## config.mk

```make
export PLATFORM = sky130hd
export DESIGN_NAME = gebc_ctrl
export DESIGN_NICKNAME = d
export VERILOG_FILES = /design/src/rtl/gebc_pkg.sv /design/src/rtl/gebc_ctrl.sv
export SDC_FILE = /design/constraint.sdc
export NUM_CORES = 1
export LEC_CHECK = 0
export BUFFER_PORTS_ARGS = -buffer_cell sky130_fd_sc_hd__buf_4
export CAP_MARGIN = 0
export CORE_MARGIN = 5
export CORE_UTILIZATION = 33
export CTS_CLUSTER_DIAMETER = 100
export CTS_CLUSTER_SIZE = 28
export DETAILED_ROUTE_END_ITERATION = 6
export PLACE_DENSITY = 0.78
export SLEW_MARGIN = 20
export SYNTH_ARGS = -nofsm -noshare
export SYNTH_HDL_FRONTEND = slang
export SYNTH_SLANG_ARGS = --single-unit
```

## constraint.sdc

```tcl
create_clock -name aclk -period 1.75 [get_ports aclk]
set_input_delay 0.175 -clock aclk [delete_from_list [all_inputs] [get_ports aclk]]
set_output_delay 0.175 -clock aclk [all_outputs]
set_load 0.03 [all_outputs]
```

## src/rtl/gebc_pkg.sv

```systemverilog
// Shared types, constants and command/status structs of the band-pass cascade equalizer.
// Depends on nothing; every other file but gebc_ram imports it.
package gebc_pkg;

    localparam int NUM_BANDS    = 10;
    localparam int NUM_CHANNELS = 8;
    localparam int ROWS         = NUM_BANDS * NUM_CHANNELS;
    localparam int ROW_AW       = (ROWS > 1) ? $clog2(ROWS) : 1;
    localparam int BIDX_W       = (NUM_BANDS > 1) ? $clog2(NUM_BANDS) : 1;
    localparam int CIDX_W       = (NUM_CHANNELS > 1) ? $clog2(NUM_CHANNELS) : 1;
    localparam int BCNT_W       = $clog2(NUM_BANDS + 1);

    localparam logic [1:0] OP_SAMPLE   = 2'd0;
    localparam logic [1:0] OP_LOAD     = 2'd1;
    localparam logic [1:0] OP_CLEAR    = 2'd2;
    localparam logic [1:0] OP_RESERVED = 2'd3;

    localparam logic [3:0]         ACTIVE_BANDS_RESET = 4'd10;
    localparam logic signed [32:0] MA_SECOND_TAP      = -33'sd263455;
    localparam logic [31:0]        RECOVER_FACTOR     = 32'd2147498251;
    localparam logic [31:0]        UNITY_ATTEN        = 32'h8000_0000;
    localparam logic [5:0]         DIV_STEPS          = 6'd32;

    // Clip limits of the Q.45 attenuated value and the matching dividends
    localparam logic signed [66:0] LIM_HI     = 67'sd32767 <<< 45;
    localparam logic signed [66:0] LIM_LO     = -(67'sd32768 <<< 45);
    localparam logic signed [66:0] TRUNC_BIAS = (67'sd1 <<< 45) - 67'sd1;
    localparam logic [60:0]        NUMER_HI   = 61'd32767 << 45;
    localparam logic [60:0]        NUMER_LO   = 61'd1 << 60;

    typedef struct packed {
        logic [1:0]          operation;
        logic [2:0]          channel;
        logic signed [15:0]  sample_in;
        logic [3:0]          band;
        logic signed [23:0]  feedback_first;
        logic signed [23:0]  feedback_second;
        logic signed [23:0]  input_weight;
        logic signed [23:0]  band_gain;
    } in_item_t;

    typedef struct packed {
        logic [2:0]          channel_out;
        logic signed [15:0]  sample_out;
        logic                clipped;
    } out_item_t;

    typedef struct packed {
        logic signed [23:0] a0;
        logic signed [23:0] a1;
        logic signed [23:0] b0;
        logic signed [23:0] gain;
    } coef_t;

    typedef enum logic [2:0] {
        MUL_NONE,
        MUL_F_B0,
        MUL_D0_A0,
        MUL_D1_A1,
        MUL_D1_MA,
        MUL_M_GAIN,
        MUL_F_ATT,
        MUL_ATT_REC
    } mul_sel_t;

    typedef enum logic [1:0] {
        ACC_HOLD,
        ACC_LOAD,
        ACC_ADD
    } acc_op_t;

    typedef struct packed {
        logic              capture;
        logic              load_coef;
        logic              clear;
        logic              rd;
        logic              dlatch;
        mul_sel_t          mul_sel;
        acc_op_t           acc_op;
        logic              w_en;
        logic              f_en;
        logic              chk;
        logic              div_capture;
        logic              upd;
        logic [BIDX_W-1:0] band;
    } cmd_t;

    typedef struct packed {
        logic clip;
        logic div_done;
        logic out_free;
    } sts_t;

endpackage

```

## src/rtl/gebc_ctrl.sv

```systemverilog
// Controller: request decode, band sequencing and the per-band multiply schedule.
// Depends on gebc_pkg; drives the datapath through cmd_t and reads sts_t.
module gebc_ctrl (
    input  logic               aclk,
    input  logic               aresetn,
    input  logic               s_valid,
    output logic               s_ready,
    input  gebc_pkg::in_item_t s_data,
    input  logic               cfg_wr_en,
    input  logic [3:0]         cfg_wr_data,
    input  gebc_pkg::sts_t     sts,
    output gebc_pkg::cmd_t     cmd
);
    import gebc_pkg::*;

    typedef enum logic [13:0] {
        ST_IDLE = 14'b00000000000001,
        ST_RD   = 14'b00000000000010,
        ST_M1   = 14'b00000000000100,
        ST_M2   = 14'b00000000001000,
        ST_M3   = 14'b00000000010000,
        ST_M4   = 14'b00000000100000,
        ST_W    = 14'b00000001000000,
        ST_M5   = 14'b00000010000000,
        ST_F    = 14'b00000100000000,
        ST_Y    = 14'b00001000000000,
        ST_CHK  = 14'b00010000000000,
        ST_DIV  = 14'b00100000000000,
        ST_REC  = 14'b01000000000000,
        ST_UPD  = 14'b10000000000000
    } state_t;

    state_t            state_reg, state_next;
    logic [BCNT_W-1:0] band_cnt_reg, band_cnt_next, nb;
    logic [3:0]        active_bands_reg;
    logic              ch_ok, band_ok;

    assign nb      = (32'(active_bands_reg) >= NUM_BANDS) ? BCNT_W'(NUM_BANDS)
                                                          : BCNT_W'(active_bands_reg);
    assign ch_ok   = 32'(s_data.channel) < NUM_CHANNELS;
    assign band_ok = 32'(s_data.band) < NUM_BANDS;

    always_comb begin
        cmd           = '0;
        cmd.mul_sel   = MUL_NONE;
        cmd.acc_op    = ACC_HOLD;
        cmd.band      = BIDX_W'(band_cnt_reg);
        state_next    = state_reg;
        band_cnt_next = band_cnt_reg;
        s_ready       = 1'b0;
        case (state_reg)
            ST_IDLE: begin
                s_ready = 1'b1;
                if (s_valid) begin
                    if (s_data.operation == OP_SAMPLE && ch_ok) begin
                        cmd.capture   = 1'b1;
                        band_cnt_next = '0;
                        state_next    = (nb == '0) ? ST_Y : ST_RD;
                    end
                    if (s_data.operation == OP_LOAD && band_ok) begin
                        cmd.load_coef = 1'b1;
                    end
                    if (s_data.operation == OP_CLEAR) begin
                        cmd.clear = 1'b1;
                    end
                end
            end
            ST_RD: begin
                cmd.rd     = 1'b1;
                state_next = ST_M1;
            end
            ST_M1: begin
                cmd.dlatch  = 1'b1;
                cmd.mul_sel = MUL_F_B0;
                state_next  = ST_M2;
            end
            ST_M2: begin
                cmd.mul_sel = MUL_D0_A0;
                cmd.acc_op  = ACC_LOAD;
                state_next  = ST_M3;
            end
            ST_M3: begin
                cmd.mul_sel = MUL_D1_A1;
                cmd.acc_op  = ACC_ADD;
                state_next  = ST_M4;
            end
            ST_M4: begin
                cmd.mul_sel = MUL_D1_MA;
                cmd.acc_op  = ACC_ADD;
                state_next  = ST_W;
            end
            ST_W: begin
                cmd.w_en   = 1'b1;
                state_next = ST_M5;
            end
            ST_M5: begin
                cmd.mul_sel = MUL_M_GAIN;
                state_next  = ST_F;
            end
            ST_F: begin
                cmd.f_en      = 1'b1;
                band_cnt_next = band_cnt_reg + 1'b1;
                state_next    = (band_cnt_next == nb) ? ST_Y : ST_RD;
            end
            ST_Y: begin
                cmd.mul_sel = MUL_F_ATT;
                state_next  = ST_CHK;
            end
            ST_CHK: begin
                cmd.chk    = 1'b1;
                state_next = sts.clip ? ST_DIV : ST_REC;
            end
            ST_DIV: begin
                if (sts.div_done) begin
                    cmd.div_capture = 1'b1;
                    state_next      = ST_REC;
                end
            end
            ST_REC: begin
                cmd.mul_sel = MUL_ATT_REC;
                state_next  = ST_UPD;
            end
            ST_UPD: begin
                if (sts.out_free) begin
                    cmd.upd    = 1'b1;
                    state_next = ST_IDLE;
                end
            end
            default: begin
                state_next = ST_IDLE;
            end
        endcase
    end

    always_ff @(posedge aclk) begin
        if (!aresetn) begin
            state_reg        <= ST_IDLE;
            band_cnt_reg     <= '0;
            active_bands_reg <= ACTIVE_BANDS_RESET;
        end else begin
            state_reg    <= state_next;
            band_cnt_reg <= band_cnt_next;
            if (cfg_wr_en) begin
                active_bands_reg <= cfg_wr_data;
            end
        end
    end

endmodule

```

== After elaboration in Yosys (flattened, before gate mapping) ==
Cells that the tools add are included.

* Register bits after elaboration: 22
* Output and inout port bits: 20

* $lt $le $gt $ge: 2
* $add $sub $neg: 1
* Reduce and logical (&&, ||, !) cells: 7
* Muxes and demuxes: 29
* Eq/ne operators: 21

{| class="wikitable"
|+ Operators with widths
! operator !! count
|-
| $pmux W14 S14 || 1
|-
| $mux W14 || 4
|-
| $pmux W3 S7 || 1
|-
| $mux W10 || 2
|-
| $eq A14 B1 Y1 const B || 1
|-
| $eq A14 B10 Y1 const B || 1
|-
| $eq A14 B11 Y1 const B || 1
|-
| $eq A14 B12 Y1 const B || 1
|-
| $eq A14 B13 Y1 const B || 1
|-
| $eq A14 B14 Y1 const B || 1
|-
| $eq A14 B2 Y1 const B || 1
|-
| $eq A14 B3 Y1 const B || 1
|-
| $eq A14 B4 Y1 const B || 1
|-
| $eq A14 B5 Y1 const B || 1
|-
| $eq A14 B6 Y1 const B || 1
|-
| $eq A14 B7 Y1 const B || 1
|-
| $eq A14 B8 Y1 const B || 1
|-
| $eq A14 B9 Y1 const B || 1
|-
| $mux W1 || 13
|-
| $mux W13 || 1
|-
| $mux W4 || 3
|-
| $ne A2 B2 Y1 const B || 4
|-
| $pmux W4 S2 || 1
|-
| $mux W3 || 2
|-
| other kinds (14) || 14
|}

== Longest topological paths before layout ==
Gate-level depths: netlist (run 1).

* Depth after elaboration: 7
* Depth in mapped cells: 7
* Depth with buffers taken out: 6

== Worst setup path after synthesis (run 1) ==
Ideal clock, no wire load.

* Path type: reg-to-output
* Start: register state_reg[4]
* End: output port cmd[11] (netlist name)
* Path slack: -667 ps
* Required time: 1575 ps
* Arrival time: 2242 ps
* Buffers on the path: 1
* Stages on the path, launching flop included: 6
* Cell sequence: dfxtp_1 > buf_6 > or4_4 > or4_4 > nor3b_2 > or2_1

{| class="wikitable"
|+ RTL lines
! element !! line !! RTL
|-
| from (decl) || gebc_ctrl.sv:33 || <nowiki>state_t state_reg, state_next;</nowiki>
|-
| from (signal assigned) || gebc_ctrl.sv:141 || <nowiki>state_reg <= state_next;</nowiki>
|-
| to (decl) || gebc_ctrl.sv:12 || <nowiki>output gebc_pkg::cmd_t cmd</nowiki>
|}

==> flow_metrics.tcl, run 1 <==
set metrics [dict create \
    synth.avg_cell_area_um2 7.84 \
    ctsHoldBuffers 0 \
    multi_input_area_mm2 0.00129 \
    largest_reg_flops 14 \
    cts.sinks 22 \
    path_cells "or4_4, or4_4, nor3b_4, or2_4, buf_6" \
    power-per-cell-area_mw_per_mm2 694 \
    firstDrtPassIters 4 \
    hold_viol 0 \
    clk_latency_ns 0.26 \
    critical_path.top_delay_family "simple AND/OR/NAND/NOR gates" \
    crit_type "flip-flop to primary output" \
    hold_depth 3 \
    timing.final.crit_share 1.30 \
    pin_count 152 \
    drc 0 \
    drtIter0Drc 97 \
    synth_area_mm2 0.00156 \
    rows 25 \
    cp.arrival_ns 2.10 \
    fp.dieH_um 78.8 \
    viasPerCell 5.50 \
    wl_per_cell_um 15.2 \
    num_vias 1767 \
    ff_latch_area_um2 453 \
    crit_buf_inv 1 \
    setup-violations-final 26 \
    layout_setup_ws_ns -0.527 \
    finalClockSkew_ns 0.00346 \
    dp_hpwl_um 3420 \
    initial_utilization 0.335 \
    synth_area_leaders "dfxtp_1, nor2_1, nor3_1, o21ai_0, nand2_1" \
    place_inst 308 \
    path_max_fanout 3 \
    async_flop_share 0 \
    synth.most_common_cell "nor2_1" \
    cts.htree.levels 1 \
    worstPathRequired_ns 1.57 \
    p_comb_frac 0.438 \
    fmax_mhz 439 \
    grtUsageTotal 0.162 \
    ys_seq_elements 22 \
    clock_path_buffers 2 \
    synth_cells 199 \
    r2r_setup_slack_ns -0.15 \
    synth-main-ff-cell "dfxtp_1" \
    grt_pass1_wl_um 8200 \
    dieWidth_um 78.8 \
    yosys_warnings 0 \
    status "complete, but fails checks" \
    slowest_stage "or4_4" \
    numCtsBuffers 3 \
    post-synth-top-area-cell "dfxtp_1" \
    grt-ovfl-total 0 \
    synth_top_area_share 0.282 \
    end_kind "primary output" \
    p_int_w 0.00122 \
    r2r-end "state_reg[9]" \
    holdCritPathClass "input pin to flip-flop" \
    fin_nets 401 \
    cts_root_buffer "clkbuf_8" \
    port_buffers 35 \
    drive_gt1_frac 0.517 \
    min_to "active_bands_reg[1]" \
    grt_pass1_vias 1766 \
    violations "setup timing" \
    cap_violations 0 \
    power.leakage_nw 1.10 \
    ant_nets 0 \
    yosysUniqueCellTypes 46 \
    dieArea_mm2 0.00620 \
    cts_tree "yes" \
    fin_util 0.559 \
    swShare 0.324 \
    max_stage_delay_ns 0.56 \
    max-vdd-ir-drop_mv 0.469 \
    cts.clk_slew.worst_paths_ns 0.08 \
    p_switching_w 0.000585 \
    tns_ns -5.82 \
    area_growth_pct 66.9 \
    n_antenna_cell 0 \
    worstMarginPinSlew_ns 0.443 \
    nFillCells 397 \
    max_slew_margin 0.702 \
    ys_seq_area_frac 0.282 \
    p_clk_frac 0.263 \
    synth_commonest_cells "nor2_1, dfxtp_1, nand2_1, nor3_1, o21ai_0" \
    slew_violations 0 \
    antenna_found_initial 0 \
    path_common_cell "or4_4" \
    syn_nets 332 \
    gp_congestion 0.894 \
    r2r-start "state_reg[7]" \
    instances_no_fill 321 \
    min-delay-start "cfg_wr_data[1]" \
    rsz0062_at_grt "yes" \
    core-area_mm2 0.00466 \
    drt_wl_total_um 4880 \
    p_seq_frac 0.300 \
    period_needed_ns 2.28 \
    synth-edff-count 0 \
    grt_max_degree 14 \
    start_kind "flip-flop" \
    ff2ff_path_depth 8 \
]
stage by stage:
step           worst slack (ns)  area, um^2  hold WS, ns  total power (W)
2_1_floorplan            -0.478        1670        0.304         0.000901
3_3_place_gp             -0.293        2160        0.390          0.00115
3_5_place_dp             -0.348        2160        0.396          0.00116
4_1_cts                  -0.532        2510        0.115          0.00180
5_1_grt                  -0.615        2600        0.126          0.00192
6_report                 -0.527        2600        0.122          0.00181
power groups by stage:
stage / sequential [W] / clock [W] / combinational [W]
after global routing: 0.000546 / 0.000517 / 0.000852
after CTS: 0.000543 / 0.000490 / 0.000768
after global placement: 0.000554 / 0 / 0.000594
final: 0.000541 / 0.000475 / 0.000791
after floorplan: 0.000549 / 0 / 0.000351
after detailed placement: 0.000555 / 0 / 0.000601
worst max-delay path by stage:
stage	startpoint	to	cells after the start
after CTS	state_reg[4]	cmd[11]	5
after global routing	state_reg[10]	cmd[11]	6
after detailed placement	state_reg[4]	state_reg[0]	7
after global placement	state_reg[4]	state_reg[1]	7
after floorplan	state_reg[4]	cmd[11]	5
final	state_reg[4]	cmd[11]	5
cells in the final DEF (no fill, tap or decap), types with 6 or more instances in the layout:
cell	instances
dfxtp_1	14
dfxtp_2	7
buf_6	25
o21ai_0	8
nor3_1	7
a21oi_1	6
nand2_1	11
buf_4	55
nor2_1	21
nor4_4	6
layout make-up:
cell class | count | area share
clock inverters | 1 | 0.0115
clock buffers | 3 | 0.0159
multi-input cells | 155 | 0.496
well taps | 54 | 0.0259
flip-flops and latches | 22 | 0.174
repair buffers | 80 | 0.267
inverters | 6 | 0.0101
what timing repair did:
| item | 4_1_cts | 5_1_grt |
|---|---|---|
| gates resized for setup | 47 | 22 |
| pin swaps | 23 | 17 |
| buffers inserted | 9 | 4 |
| setup endpoints to repair | 30 | 29 |
| gates cloned | 0 | 0 |
| endpoints found under the hold margin | 0 | 0 |
per-layer routing:
layer	part of all wire	vias to the layer above	track usage
met4	0.0039	0	0.0157
met2	0.55	55	0.307
met1	0.39	848	0.191
met3	0.053	4	0.0374
met5	0	-	0
li1	-	860	-
worst reg2reg max path: cells and delay by family, from the launching register on:
| kind | cells | cell delay, ns |
|---|---|---|
| simple gates | 4 | 0.93 |
| buf+inv | 3 | 0.44 |
| flops | 1 | 0.33 |
| compound gates | 1 | 0.15 |
cells by family (layout without fill, tap and decap cells):
kind of cell    after synthesis  count (layout)  synth area share
buf+inv                      22              90            0.0730
mux                           5               5            0.0321
compound gates               29              29             0.119
simple gates                110             110             0.430
fa+ha+maj                     1               1           0.00802
flops                        22              22             0.282
xor+xnor                     10              10            0.0561
Power figures use the tool's default switching activity.
==> run 2, diff against run 1 <==
Settings changed: RECOVER_POWER from default to 50.
==> flow_metrics.tcl, run 2 (synthesis results as in run 1) <==
set metrics [dict create \
    drt_wl_total_um 4860 \
    dieArea_mm2 0.00620 \
    tns_ns -5.83 \
    path_common_cell "or4_4" \
    cts_tree "yes" \
    grt-ovfl-total 0 \
    cts.clk_slew.worst_paths_ns 0.08 \
    final_cell_mix "buf_4, buf_6, nor2_1" \
    min-delay-start "cfg_wr_data[1]" \
    num_vias 1765 \
    clock_path_buffers 2 \
    worstSetupStartpoint "state_reg[4]" \
    fp.dieH_um 78.8 \
    dp_hpwl_um 3420 \
    r2r_setup_slack_ns -0.15 \
    hold_viol 0 \
    violations "setup timing" \
    grtUsageTotal 0.162 \
    r2r-end "state_reg[9]" \
    pin_count 152 \
    power-per-cell-area_mw_per_mm2 696 \
    end_kind "primary output" \
    hold_depth 3 \
    final_common_cell "buf_4" \
    cp.arrival_ns 2.10 \
    antenna_found_initial 0 \
    ant_nets 0 \
    crit_type "flip-flop to primary output" \
    numCtsBuffers 3 \
    path_cells "or4_4, or4_4, nor3b_4, or2_4, buf_6" \
    cts.sinks 22 \
    largest_reg_flops 14 \
    gp_congestion 0.894 \
    port_buffers 35 \
    timing.final.crit_share 1.30 \
    max_stage_delay_ns 0.56 \
    rows 25 \
    fmax_mhz 439 \
    holdCritPathClass "input pin to flip-flop" \
    r2r-start "state_reg[7]" \
    ff2ff_path_depth 8 \
    drtIter0Drc 100 \
    slew_violations 0 \
    status "complete, but fails checks" \
    core-area_mm2 0.00466 \
    dp_slack_ns -0.348 \
    setup-violations-final 26 \
    clk_latency_ns 0.26 \
    period_needed_ns 2.28 \
    area_growth_pct 66.3 \
    layout_setup_ws_ns -0.527 \
    max-vdd-ir-drop_mv 0.469 \
    cap_violations 0 \
    min_to "active_bands_reg[1]" \
    firstDrtPassIters 4 \
    fin_nets 401 \
    initial_utilization 0.335 \
    viasPerCell 5.50 \
    n_antenna_cell 0 \
    fin_total_pwr_w 0.00181 \
    ctsHoldBuffers 0 \
    worstPathRequired_ns 1.57 \
    cts_root_buffer "clkbuf_8" \
    rsz0062_at_grt "yes" \
    drc 0 \
    dieWidth_um 78.8 \
    finalClockSkew_ns 0.00327 \
    path_max_fanout 3 \
    start_kind "flip-flop" \
    worstMarginPinSlew_ns 0.443 \
    grt_pass1_vias 1766 \
    slowest_stage "or4_4" \
    power.leakage_nw 1.10 \
    wl_per_cell_um 15.1 \
    cts.htree.levels 1 \
    drive_gt1_frac 0.506 \
    grt_pass1_wl_um 8200 \
    grt_max_degree 14 \
    max_slew_margin 0.702 \
]
## run 2: final cells by class
type / instances / area, um^2
Tap cell: 54 / 67.6
Inverter: 6 / 26.3
Timing Repair Buffer: 80 / 687
Clock inverter: 1 / 30.0
Clock buffer: 3 / 41.3
Multi-Input combinational cell: 155 / 1290
Sequential cell: 22 / 452
Fill cell: 402 / 2070
## run 2: timing repair
| item | in CTS | in global routing |
|---|---|---|
| pin swaps | 23 | 17 |
| buffers inserted | 9 | 4 |
| setup endpoints to repair | 30 | 29 |
| resized for setup | 47 | 22 |
| hold endpoints to repair | 0 | 0 |
## run 2: layer usage
metal / wire, um / share of wire / vias to the layer above / global-route usage
met5: 0 / 0 / - / 0
met4: 19 / 0.0039 / 0 / 0.0157
met3: 260 / 0.053 / 4 / 0.0374
met2: 2670 / 0.55 / 53 / 0.307
met1: 1920 / 0.39 / 848 / 0.191
li1: - / - / 860 / -
## run 2: critical path: cells and delay by family (launching register included)
family	cells	cell delay, ns
AND/OR/NAND/NOR	4	1.39
flip-flops	1	0.32
buffers and inverters	1	0.12
## run 2: worst max-delay path by stage
stage                               to  cells past startpoint  slack [ns]
after floorplan                cmd[11]                      5       -0.48
after global placement    state_reg[1]                      7       -0.29
after detailed placement  state_reg[0]                      7       -0.35
after CTS                      cmd[11]                      5       -0.53
after global routing           cmd[11]                      6       -0.61
final                          cmd[11]                      5       -0.53
## run 2: stage by stage
stage           util  std cells  cell area [um^2]  hold WS (ns)
2_1_floorplan      -        199              1670         0.304
3_3_place_gp   0.464        308              2160         0.390
3_5_place_dp   0.464        308              2160         0.396
4_1_cts        0.539        321              2510         0.115
5_1_grt        0.557        321              2590         0.126
6_report       0.557        321              2590         0.123
## run 2: power breakdown
group	switching [W]	total, W	internal [W]
sequential	0.0000230	0.000541	0.000518
clock	0.000169	0.000474	0.000306
combinational	0.000393	0.000791	0.000398
total	0.000585	0.00181	0.00122
==> run 3, diff against run 2 <==
Settings changed: SETUP_SLACK_MARGIN from default to 0.15.
==> flow_metrics.tcl, run 3 (synthesis results as in run 1) <==
set metrics [dict create \
    status "complete, but fails checks" \
    violations "setup timing" \
    viasPerCell 5.40 \
    fmax_mhz 440 \
    grt_pass1_wl_um 7850 \
    drtIter0Drc 79 \
    power.leakage_nw 1.12 \
    worstSetupStartpoint "state_reg[4]" \
    port_buffers 35 \
    ff_latch_area_um2 454 \
    crit_type "flip-flop to primary output" \
    dieWidth_um 78.8 \
    final_common_cell "buf_4" \
    wl_met3_um 237 \
    path_max_fanout 3 \
    slowest_stage "or4_4" \
    dieArea_mm2 0.00620 \
    fin_nets 405 \
    power-per-cell-area_mw_per_mm2 712 \
    max_slew_margin 0.737 \
    grtUsageTotal 0.159 \
    initial_utilization 0.335 \
    largest_reg_flops 14 \
    pin_count 152 \
    worstMarginPinSlew_ns 0.392 \
    setup-violations-final 28 \
    wl_per_cell_um 15.4 \
    timing.final.crit_share 1.30 \
    multi_input_area_mm2 0.00130 \
    clk_latency_ns 0.27 \
    path_common_cell "or4_4" \
    hold_ws_ns 0.114 \
    nFillCells 397 \
    grt_max_degree 14 \
    drc 0 \
    slew_violations 0 \
    m1WireLength_um 2110 \
    worstPathRequired_ns 1.57 \
    rsz0062_at_grt "yes" \
    firstDrtPassIters 4 \
    cts.sinks 22 \
    period_needed_ns 2.27 \
    fp.dieH_um 78.8 \
    crit_buf_inv 2 \
    cts_tree "yes" \
    cp.arrival_ns 2.10 \
    r2r-start "state_reg[4]" \
    rows 25 \
    route.met2.wl_um 2540 \
    final_cell_mix "buf_4, buf_6, nor2_1" \
    clock_path_buffers 2 \
    grt-ovfl-total 0 \
    ant_nets 0 \
    max_stage_delay_ns 0.57 \
    grt_pass1_vias 1670 \
    drive_gt1_frac 0.520 \
    num_vias 1754 \
    max-vdd-ir-drop_mv 0.550 \
    min-delay-start "cfg_wr_data[1]" \
    cts.htree.levels 1 \
    top_layer "met4" \
    antenna_found_initial 0 \
    cap_violations 0 \
    dp_slack_ns -0.253 \
    cts_root_buffer "clkbuf_8" \
    cts.clk_slew.worst_paths_ns 0.09 \
    area_growth_pct 70.3 \
    core-area_mm2 0.00466 \
    finalClockSkew_ns 0.00264 \
    start_kind "flip-flop" \
    n_antenna_cell 0 \
    layout_setup_ws_ns -0.522 \
    end_kind "primary output" \
    hold_viol 0 \
    path_cells "or4_4, or4_4, nor3b_4, buf_4, buf_6" \
    critical_path.top_delay_family "simple AND/OR/NAND/NOR gates" \
    gp_congestion 0.930 \
    numCtsBuffers 3 \
    drt_wl_total_um 5000 \
    dp_hpwl_um 3410 \
    holdCritPathClass "input pin to flip-flop" \
]
## run 3: cell types whose count changed in the layout (fill, tap and decap cells not counted), moves of 2 or more
cell / previous run / this run
and3_1: 5 / 2
and3_4: 1 / 4
buf_4: 53 / 51
buf_6: 25 / 31
nand2_2: 3 / 1
nor3_1: 7 / 5
o21ai_0: 8 / 11
o21ai_1: 3 / 0
## run 3: tightest hold or removal path: cells and delay by family
| family | cells | cell delay [ns] |
|---|---|---|
| muxes | 1 | 0.05 |
| and+or+nand+nor | 1 | 0.06 |
| buffers and inverters | 1 | 0.08 |
## run 3: layer usage
metal / GRT usage / vias up
met5: 0 / -
met4: 0.0420 / 0
met3: 0.0306 / 11
met2: 0.277 / 53
met1: 0.199 / 822
li1: - / 868
## run 3: worst paths after layout
check	to	slack, ns	cells after the start
worst min-delay path	active_bands_reg[1]	0.11	3
worst max-delay path	cmd[14]	-0.52	5
worst max register to register	band_cnt_reg[1]	-0.35	8
worst min register to register	band_cnt_reg[1]	0.56	2
## run 3: area by class of cell
cell class / count / area share
multi-input combinational: 155 / 0.489
clock buffer: 3 / 0.0155
sequential: 22 / 0.171
tap: 54 / 0.0254
clock inverter: 1 / 0.0113
timing repair buffer: 84 / 0.278
inverter: 6 / 0.00989
## run 3: where the power goes
part           switching [W]  internal (W)  total [W]
Clock               0.000183      0.000306   0.000489
Sequential         0.0000283      0.000517   0.000545
Combinational       0.000409      0.000449   0.000858
Total               0.000621       0.00127    0.00189
## run 3: repair_timing
item / in CTS / in global routing
pin swaps: 16 / 25
setup buffers: 7 / 10
hold buffers: 0 / 0
endpoints found under the setup margin: 31 / 31
resized for setup: 44 / 27
## run 3: stage by stage
stage | instance area [um^2] | TNS, ns | util | total power (W) | instances
6_report | 2660 | -8.46 | 0.570 | 0.00189 | 325
5_1_grt | 2660 | -10.93 | 0.570 | 0.00199 | 325
4_1_cts | 2480 | -6.87 | 0.532 | 0.00179 | 315
3_5_place_dp | 2140 | -3.33 | 0.460 | 0.00115 | 304
3_3_place_gp | 2140 | -2.48 | 0.460 | 0.00114 | 304
2_1_floorplan | 1690 | -3.64 | - | 0.000906 | 199
